[src/sv/tlb_pkg.sv]
`timescale 1ns / 1ps
// Shared constants, codes and beat types for the translation buffer.
// Used by tlb_ctrl, tlb_dpath and the tlb_fifo_lru_table top level.
package tlb_pkg;

  localparam int ENTRIES    = 16;
  localparam int PAGE_BITS  = 20;
  localparam int FRAME_BITS = 16;
  localparam int IDX_W      = $clog2(ENTRIES);
  localparam int CNT_W      = $clog2(ENTRIES + 1);

  localparam logic [1:0] CMD_LOOKUP = 2'd0;
  localparam logic [1:0] CMD_INSERT = 2'd1;
  localparam logic [1:0] CMD_INVAL  = 2'd2;

  localparam logic MODE_FIFO = 1'b0;
  localparam logic MODE_LRU  = 1'b1;

  localparam logic REG_MODE = 1'b0;

  typedef struct packed {
    logic [1:0]            command;
    logic [PAGE_BITS-1:0]  vpage;
    logic [FRAME_BITS-1:0] frame_number;
  } item_t;

  typedef struct packed {
    logic                  hit;
    logic [FRAME_BITS-1:0] hit_frame;
    logic                  evicted;
  } result_t;

  // Commands from the controller to the datapath.
  typedef struct packed {
    logic load;
    logic search;
    logic push;
    logic push_from_hit;
    logic remove;
    logic emit;
  } ctl_t;

  // Status from the datapath to the controller.
  typedef struct packed {
    logic [1:0] command;
    logic       hit;
  } sts_t;

endpackage

[src/sv/tlb_ctrl.sv]
`timescale 1ns / 1ps
// Controller for the translation buffer: sequences load, search and update.
// Depends on tlb_pkg for the command codes and the control structs.
module tlb_ctrl (
  input  logic          clk,
  input  logic          rst,
  input  logic          start,
  input  logic          mode,
  input  tlb_pkg::sts_t sts,
  output tlb_pkg::ctl_t ctl,
  output logic          busy,
  output logic          done
);

  typedef enum logic [1:0] {
    ST_IDLE,
    ST_SEARCH,
    ST_UPDATE
  } state_t;

  state_t state;

  always_ff @(posedge clk) begin
    if (rst) begin
      state <= ST_IDLE;
      busy  <= 1'b0;
      done  <= 1'b0;
    end else begin
      done <= 1'b0;
      case (state)
        ST_IDLE: begin
          if (start) begin
            state <= ST_SEARCH;
            busy  <= 1'b1;
          end
        end
        ST_SEARCH: begin
          state <= ST_UPDATE;
        end
        ST_UPDATE: begin
          state <= ST_IDLE;
          busy  <= 1'b0;
          done  <= 1'b1;
        end
        default: begin
          state <= ST_IDLE;
          busy  <= 1'b0;
        end
      endcase
    end
  end

  always_comb begin
    ctl = '0;
    case (state)
      ST_IDLE:   ctl.load = start;
      ST_SEARCH: ctl.search = 1'b1;
      ST_UPDATE: begin
        ctl.emit = 1'b1;
        case (sts.command)
          tlb_pkg::CMD_LOOKUP: begin
            ctl.push          = sts.hit && (mode == tlb_pkg::MODE_LRU);
            ctl.push_from_hit = 1'b1;
          end
          tlb_pkg::CMD_INSERT: ctl.push = 1'b1;
          tlb_pkg::CMD_INVAL:  ctl.remove = sts.hit;
          default: ;
        endcase
      end
      default: ;
    endcase
  end

endmodule

[src/sv/tlb_dpath.sv]
`timescale 1ns / 1ps
// Datapath for the translation buffer: entry list, parallel match and result.
// Depends on tlb_pkg for sizes, codes and the beat and control structs.
module tlb_dpath (
  input  logic             clk,
  input  logic             rst,
  input  tlb_pkg::ctl_t    ctl,
  input  tlb_pkg::item_t   item,
  output tlb_pkg::sts_t    sts,
  output tlb_pkg::result_t result
);

  logic [1:0]                      cmd_reg;
  logic [tlb_pkg::PAGE_BITS-1:0]   page_reg;
  logic [tlb_pkg::FRAME_BITS-1:0]  frame_reg;
  logic [tlb_pkg::PAGE_BITS-1:0]   pages      [tlb_pkg::ENTRIES];
  logic [tlb_pkg::FRAME_BITS-1:0]  frames     [tlb_pkg::ENTRIES];
  logic [tlb_pkg::PAGE_BITS-1:0]   pages_next [tlb_pkg::ENTRIES];
  logic [tlb_pkg::FRAME_BITS-1:0]  frames_next[tlb_pkg::ENTRIES];
  logic [tlb_pkg::CNT_W-1:0]       count;
  logic [tlb_pkg::CNT_W-1:0]       count_next;
  logic                            hit_reg;
  logic [tlb_pkg::IDX_W-1:0]       pos_reg;

  logic [tlb_pkg::ENTRIES-1:0]     match;
  logic                            any_match;
  logic [tlb_pkg::IDX_W-1:0]       match_pos;
  logic [tlb_pkg::IDX_W-1:0]       push_lim;
  logic [tlb_pkg::PAGE_BITS-1:0]   front_page;
  logic [tlb_pkg::FRAME_BITS-1:0]  front_frame;
  logic                            full;

  assign full = (count == tlb_pkg::CNT_W'(tlb_pkg::ENTRIES));

  // Only entries below the count take part in the match.
  always_comb begin
    for (int i = 0; i < tlb_pkg::ENTRIES; i++) begin
      match[i] = (tlb_pkg::CNT_W'(i) < count) && (pages[i] == page_reg);
    end
  end

  // The entry nearest the front wins.
  always_comb begin
    any_match = |match;
    match_pos = '0;
    for (int i = tlb_pkg::ENTRIES - 1; i >= 0; i--) begin
      if (match[i]) begin
        match_pos = tlb_pkg::IDX_W'(i);
      end
    end
  end

  always_comb begin
    if (ctl.push_from_hit) begin
      push_lim    = pos_reg;
      front_page  = pages[pos_reg];
      front_frame = frames[pos_reg];
    end else begin
      push_lim    = tlb_pkg::IDX_W'(tlb_pkg::ENTRIES - 1);
      front_page  = page_reg;
      front_frame = frame_reg;
    end
  end

  // A push shifts entries one place toward the back up to the limit and
  // fills the front; a remove closes the gap at the hit position.
  always_comb begin
    count_next = count;
    for (int i = 0; i < tlb_pkg::ENTRIES; i++) begin
      pages_next[i]  = pages[i];
      frames_next[i] = frames[i];
    end
    if (ctl.push) begin
      for (int i = 1; i < tlb_pkg::ENTRIES; i++) begin
        if (tlb_pkg::IDX_W'(i) <= push_lim) begin
          pages_next[i]  = pages[i-1];
          frames_next[i] = frames[i-1];
        end
      end
      pages_next[0]  = front_page;
      frames_next[0] = front_frame;
      if (!ctl.push_from_hit && !full) begin
        count_next = count + 1'b1;
      end
    end else if (ctl.remove) begin
      for (int i = 0; i < tlb_pkg::ENTRIES - 1; i++) begin
        if (tlb_pkg::IDX_W'(i) >= pos_reg) begin
          pages_next[i]  = pages[i+1];
          frames_next[i] = frames[i+1];
        end
      end
      count_next = count - 1'b1;
    end
  end

  always_ff @(posedge clk) begin
    if (rst) begin
      count <= '0;
    end else begin
      count <= count_next;
    end
  end

  always_ff @(posedge clk) begin
    for (int i = 0; i < tlb_pkg::ENTRIES; i++) begin
      pages[i]  <= pages_next[i];
      frames[i] <= frames_next[i];
    end
  end

  always_ff @(posedge clk) begin
    if (ctl.load) begin
      cmd_reg   <= item.command;
      page_reg  <= item.vpage;
      frame_reg <= item.frame_number;
    end
    if (ctl.search) begin
      hit_reg <= any_match;
      pos_reg <= match_pos;
    end
    if (ctl.emit) begin
      result.hit       <= hit_reg && (cmd_reg == tlb_pkg::CMD_LOOKUP ||
                                      cmd_reg == tlb_pkg::CMD_INVAL);
      result.hit_frame <= (hit_reg && cmd_reg == tlb_pkg::CMD_LOOKUP) ?
                          frames[pos_reg] : '0;
      result.evicted   <= (cmd_reg == tlb_pkg::CMD_INSERT) && full;
    end
  end

  assign sts.command = cmd_reg;
  assign sts.hit     = hit_reg;

endmodule

[src/sv/tlb_fifo_lru_table.sv]
`timescale 1ns / 1ps
// Fully associative translation buffer with FIFO or LRU ordering.
// A beat is loaded at start, matched in the search state and its result and
// strobe are registered in the update state. A new beat is taken only after
// the load, search, update sequence. The receiver cannot stall the result.
// Synchronous reset empties the table and selects FIFO mode.
module tlb_fifo_lru_table (
  input  logic             clk,
  input  logic             rst,
  input  logic             start,
  input  tlb_pkg::item_t   item,
  output logic             busy,
  output logic             result_valid,
  output tlb_pkg::result_t result,
  input  logic             psel,
  input  logic             penable,
  input  logic             pwrite,
  input  logic [2:0]       paddr,
  input  logic [31:0]      pwdata,
  output logic [31:0]      prdata,
  output logic             pready
);

  logic          mode;
  logic          cfg_write;
  tlb_pkg::ctl_t ctl;
  tlb_pkg::sts_t sts;

  assign pready    = 1'b1;
  assign cfg_write = psel && penable && pwrite && pready;

  always_ff @(posedge clk) begin
    if (rst) begin
      mode <= tlb_pkg::MODE_FIFO;
    end else if (cfg_write && paddr[2] == tlb_pkg::REG_MODE) begin
      mode <= pwdata[0];
    end
  end

  assign prdata = (paddr[2] == tlb_pkg::REG_MODE) ? {31'd0, mode} : 32'd0;

  tlb_ctrl u_ctrl (
    .clk   (clk),
    .rst   (rst),
    .start (start),
    .mode  (mode),
    .sts   (sts),
    .ctl   (ctl),
    .busy  (busy),
    .done  (result_valid)
  );

  tlb_dpath u_dpath (
    .clk    (clk),
    .rst    (rst),
    .ctl    (ctl),
    .item   (item),
    .sts    (sts),
    .result (result)
  );

endmodule
[config.mk]
export PLATFORM = sky130hd
export DESIGN_NAME = tlb_fifo_lru_table
export DESIGN_NICKNAME = d
export VERILOG_FILES = /design/src/sv/tlb_pkg.sv /design/src/sv/tlb_ctrl.sv /design/src/sv/tlb_dpath.sv /design/src/sv/tlb_fifo_lru_table.sv
export SDC_FILE = /design/constraint.sdc
export NUM_CORES = 2
export LEC_CHECK = 0
export BUFFER_PORTS_ARGS = -buffer_cell sky130_fd_sc_hd__clkbuf_2
export CORE_UTILIZATION = 40
export CTS_CLUSTER_SIZE = 12
export DETAILED_ROUTE_END_ITERATION = 10
export HOLD_SLACK_MARGIN = 0.1
export PLACE_DENSITY_LB_ADDON = 0.25
export SLEW_MARGIN = 30
export SYNTH_ARGS = -nofsm -noshare
export SYNTH_HDL_FRONTEND = slang
export SYNTH_HIERARCHICAL = 1
export SYNTH_SLANG_ARGS = --single-unit
[constraint.sdc]
create_clock -name clk -period 6.8 [get_ports clk]
set_input_delay 1.36 -clock clk [delete_from_list [all_inputs] [get_ports clk]]
set_output_delay 1.36 -clock clk [all_outputs]
set_load 0.03 [all_outputs]
=== Word-level counts from Yosys, hierarchy flattened ===
Memory sizes are Yosys's and may differ from the RTL's.
Index checks and enable logic that the tools add are counted.

* Memories: 2
* Register bits after elaboration: 71
* Output and inout port bits: 53
* Logic and storage cells: 226
* Memory bits (writable): 576

* Multiplexer cells: 99
* Magnitude comparators: 46
* Bitwise operators: 2
* Add/sub/neg operators: 2
* Reductions and logical operators: 36
* Equal/unequal tests: 23

{| class="wikitable"
|+ Memory list
! memory !! depth !! bits a word !! rd ports !! clocked after Yosys merged registers in !! write ports !! RTL line !! source
|-
| u_dpath.pages || 16 || 20 || 17 || 0 || 16 || tlb_dpath.sv:16 || <nowiki>logic [tlb_pkg::PAGE_BITS-1:0] pages [tlb_pkg::ENTRIES];</nowiki>
|-
| u_dpath.frames || 16 || 16 || 17 || 0 || 16 || tlb_dpath.sv:17 || <nowiki>logic [tlb_pkg::FRAME_BITS-1:0] frames [tlb_pkg::ENTRIES];</nowiki>
|}

{| class="wikitable"
|+ Operators by type and width
! kind !! count
|-
| 20-bit two-way mux || 32
|-
| 300-bit two-way mux || 2
|-
| 16-bit two-way mux || 32
|-
| 240-bit two-way mux || 2
|-
| 20-bit == test || 16
|-
| 4-bit by 5-bit less-than comparator with 1-bit output (first input constant) || 8
|-
| 4-bit two-way mux || 10
|-
| 4-bit <= comparator (first input constant) || 8
|-
| 4-bit greater-or-equal comparator (first input constant) || 7
|-
| 1-bit logical AND || 24
|-
| 3-bit by 5-bit less-than comparator with 1-bit output (first input constant) || 4
|-
| 3-bit by 4-bit greater-or-equal comparator with 1-bit output (first input constant) || 4
|-
| 3-bit by 4-bit <= comparator with 1-bit output (first input constant) || 4
|-
| 16-bit OR reduction || 1
|-
| 5-bit two-way mux || 3
|-
| 3-bit two-way mux || 4
|-
| 1-bit by 5-bit less-than comparator with 1-bit output (first input constant) || 2
|-
| 2-bit by 5-bit less-than comparator with 1-bit output (first input constant) || 2
|-
| 1-bit by 4-bit greater-or-equal comparator with 1-bit output (first input constant) || 2
|-
| 2-bit by 4-bit greater-or-equal comparator with 1-bit output (first input constant) || 2
|-
| 2-bit by 4-bit <= comparator with 1-bit output (first input constant) || 2
|-
| 1-bit two-way mux || 8
|-
| 8-bit OR reduction || 1
|-
| 2-bit two-way mux || 3
|-
| other kinds (18) || 25
|}

=== Depth between registers and ports, before layout ===
An unclocked memory read counts as a cell.

* Depth in word-level cells: 18
* Depth in mapped cells: 11
* Gate-level depth less buffers: 8

=== Cells and area by module ===
The synthesis kept the hierarchy.

{| class="wikitable"
|+ By module, submodules not included
! module !! seq. area each (µm²) !! times used !! area an instance (µm²) !! cells an instance
|-
| tlb_dpath || 19228.4 || 1 || 34854.7 || 2397
|-
| tlb_fifo_lru_table || 20.0 || 1 || 309.0 || 40
|-
| tlb_ctrl || 80.1 || 1 || 185.2 || 19
|}

=== Worst setup path before layout ===
OpenSTA, ideal clock, no wires.

* Path kind: flip-flop to flip-flop
* Start: reg u_ctrl/state[0] (netlist name)
* End: mem u_dpath/frames[15][0] (netlist name) (enable)
* Clock period less this slack: 4925 ps
* Setup time: 484 ps
* Setup slack: 1875 ps
* Required time: 6316 ps
* Cell stages (with the launch flop): 8
* Data arrival time: 4440 ps
* Buffers on the path: 4
* Cell sequence: dfxtp_1 > nand2b_2 > nor3_2 > clkbuf_1 > clkbuf_1 > clkbuf_1 > buf_1 > a21boi_0

{| class="wikitable"
|+ RTL lines
! element !! RTL line
|-
| end: declaration || tlb_dpath.sv:17
|}

==> impl_metrics.py <==
metrics = {
    "clock_tree": {
        "cts_max_level": 3,
        "clock-sinks": 647,
        "clk_latency_ps": 630,
        "cts_tree": "built",
        "cts_buffers": 77,
        "clk_pin_slew_ps": 60,
        "cts.path.max_buffers": 3,
        "cts_root_buffer": "clkbuf_16",
        "ctsResizeCount": 0,
        "cts_hold_buf": 0,
        "cts_setup_buffers": 0,
    },
    "worst_setup_path": {
        "endpoint_kind": "register",
        "critPathMaxFanout": 99,
        "path_class": "reg -> reg",
        "reg2reg_from": "u_dpath/pos_reg[1]",
        "critPathLaunchType": "register",
        "rrSetupSlack_ps": 2740,
        "reg2regPathDepth": 5,
        "path_cells": "buf_12, nand2b_1, nand2_1, a21oi_4, buf_4",
        "worstReg2RegEnd": "u_dpath/pages[10][4]",
        "path_delay_family": "simple AND/OR/NAND/NOR gates",
        "critical-path-max-stage-delay_ps": 940,
        "arrival_ps": 4320,
        "slowest_stage": "edfxtp_1",
        "startpoint": "u_dpath/pos_reg[1]",
        "cp_num_buf_inv": 2,
        "crit_required_ps": 7060,
    },
    "floorplan": {
        "die_y_um": 299.3,
        "pin_count": 132,
        "coreArea_um2": 87160,
        "rows": 108,
        "start_util_pct": 40.56,
        "die_area_um2": 89570,
        "die_w_um": 299.3,
    },
    "synth": {
        "synth_edf_count": 637,
        "syn_area_per_cell_um2": 14.39,
        "async_reset_ff_share_pct": 0,
        "yosys_warnings": 6,
        "synth-seq-cells": 647,
        "ys_types": 55,
        "syn_area_um2": 35350,
        "ys_seq_area_share_pct": 54.68,
        "synth_cells": 2456,
        "synthFlopType": "edfxtp_1",
    },
    "placed_design": {
        "dp_hpwl_mm": 66.89,
        "io_buffer_count": 66,
        "finalWeightedCongestion": 0.8869,
    },
    "layout": {
        "drive_gt1_share_pct": 35.71,
        "largest_reg_flops": 320,
        "syn_to_final_growth_pct": 11.14,
        "fin_nets": 2565,
        "final_core_util_pct": 45.07,
        "diodes": 0,
    },
    "grt": {
        "grt_pass1_vias": 21560,
        "track_usage_pct": 22.18,
        "grt_pass1_wl_mm": 147.5,
        "grt-ovfl-total": 0,
        "grt_antenna_before_repair": 0,
        "grt_max_degree": 179,
    },
    "power": {
        "p_per_area_nw_per_um2": 225.4,
        "p_leak_nw": 9.552,
        "peakVddDrop_mv": 0.1489,
        "total_power_mw": 8.853,
    },
    "timing": {
        "slew_headroom_pct": 28.26,
        "finalCritPeriodShare_pct": 59.68,
        "setup-violations-final": 0,
        "final-hold-violation-count": 0,
        "tightest_slew_ps": 1073,
        "whs_ps": 454.2,
        "drv_slew": 0,
        "rsz0062_at_grt": "false",
        "max_freq_ghz": 0.2464,
        "finClkSkew_ps": 14.17,
        "fin_setup_tns_ps": 0,
        "period_needed_ps": 4058,
    },
    "drt": {
        "wirelength_mm": 100.9,
        "ant_nets": 0,
        "vias": 21630,
        "drt_iter0_drc": 2211,
        "dr.pass1.iters": 5,
        "route.detailed.drc": 0,
        "routed_via_density": 5.850,
        "wl_per_cell_um": 27.27,
    },
    "worst_hold_path": {
        "min_path_type": "reg -> reg",
        "hold_start": "u_ctrl/busy",
        "whs_path_depth": 2,
        "min_to": "u_ctrl/busy",
    },
    "flow_run": {
        "cap_violations": 0,
    },
    "status": {
        "status": "finished clean",
    },
}
-- synthesized netlist by cell type (10+ instances only) --
cell | instances | area [um^2]
a211oi_2 | 15 | 187.7
a21oi_1 | 88 | 440.4
a221o_1 | 32 | 320.3
a221oi_1 | 16 | 140.1
a22oi_1 | 15 | 112.6
buf_1 | 12 | 45.04
buf_2 | 54 | 270.3
buf_4 | 41 | 307.8
clkbuf_1 | 98 | 367.9
dfxtp_1 | 10 | 200.2
edfxtp_1 | 637 | 19130
inv_1 | 26 | 97.59
mux2_2 | 555 | 6250
mux2i_1 | 74 | 740.7
mux4_2 | 74 | 1667
nand2_1 | 28 | 105.1
nand2b_1 | 11 | 68.82
nand3_1 | 13 | 65.06
nand4_1 | 50 | 312.8
nor2_1 | 95 | 356.6
nor4_1 | 46 | 287.8
o211ai_1 | 24 | 180.2
o21ai_0 | 33 | 165.2
o221ai_1 | 16 | 140.1
xnor2_1 | 173 | 1515
xor2_1 | 152 | 1331
-- worst max path at each step --
stage	slack, ps	to	cells after the start
floorplan	1880	u_dpath/frames[15][0]	7
global placement	2730	u_dpath/pages[10][6]	5
detailed placement	2690	u_dpath/pages[10][4]	5
CTS	2700	u_dpath/pages[10][6]	5
global route	2580	u_dpath/pages[10][6]	5
finish	2740	u_dpath/pages[10][4]	5
-- area by class of cell --
type	count	area, um^2
repair buffers	130	887.1
fillers	7720	47870
well taps	1155	1445
clock buffers	105	2085
flip-flops and latches	647	19330
inverters	26	97.59
clock inverters	35	289.0
multi-input cells	1600	15150
-- power breakdown --
group | leakage (nW) | internal, mW | switching, mW | total (mW)
Combinational | 4.25 | 0.157 | 0.333 | 0.490
Sequential | 4.15 | 4.37 | 0.0210 | 4.39
Clock | 1.16 | 2.30 | 1.68 | 3.98
-- cells in the final DEF (no fill, tap or decap), drive strengths merged, types with 6 or more instances in the layout --
cell type,count
nor4,46
xor2,152
mux2i,74
a22oi,15
a21oi,88
conb,32
o211ai,24
nor3,12
a221oi,16
nand2,28
clkbuf,171
nor2,95
nand2b,13
xnor2,173
edfxtp,637
buf,64
nand4,50
a211oi,20
mux4,74
o21ai,34
inv,28
dfxtp,10
mux2,555
nor2b,6
nand3,13
clkinv,28
a221o,32
o221ai,16
-- layer usage --
layer / part of all wire [%] / GRT usage, % / up-vias
met5: 0 / 0 / -
met2: 46 / 34.81 / 757
met4: 2.5 / 6.912 / 0
met3: 5.4 / 2.464 / 133
met1: 46 / 32.20 / 11250
li1: - / - / 9492
-- metrics by stage --
step / cells / cell area [um^2] / setup slack (ps)
6_report: 3698 / 39290 / 2742
5_1_grt: 3698 / 39290 / 2577
4_1_cts: 3695 / 39240 / 2701
3_5_place_dp: 3555 / 36860 / 2691
3_3_place_gp: 3554 / 36840 / 2726
2_1_floorplan: 2486 / 35460 / 1875
-- worst reg2reg max path: cells and delay by family, from the launching register on --
kind,cells,cell delay (ps)
simple gates,2,1280
flops,1,940
buf+inv,2,1110
compound gates,1,320
-- cell families after synthesis --
group,Yosys count,share of synthesized area (%)
multiplexers,703,24.49
flip-flops,647,54.68
XOR/XNOR,325,8.053
AND/OR/NAND/NOR,276,4.046
AO/OA/AOI/OAI,260,5.235
buffers and inverters,239,3.334
adder cells (fa/ha/maj),4,0.1416
other,2,0.02125
Note: power is estimated with default switching activity, not from simulation.
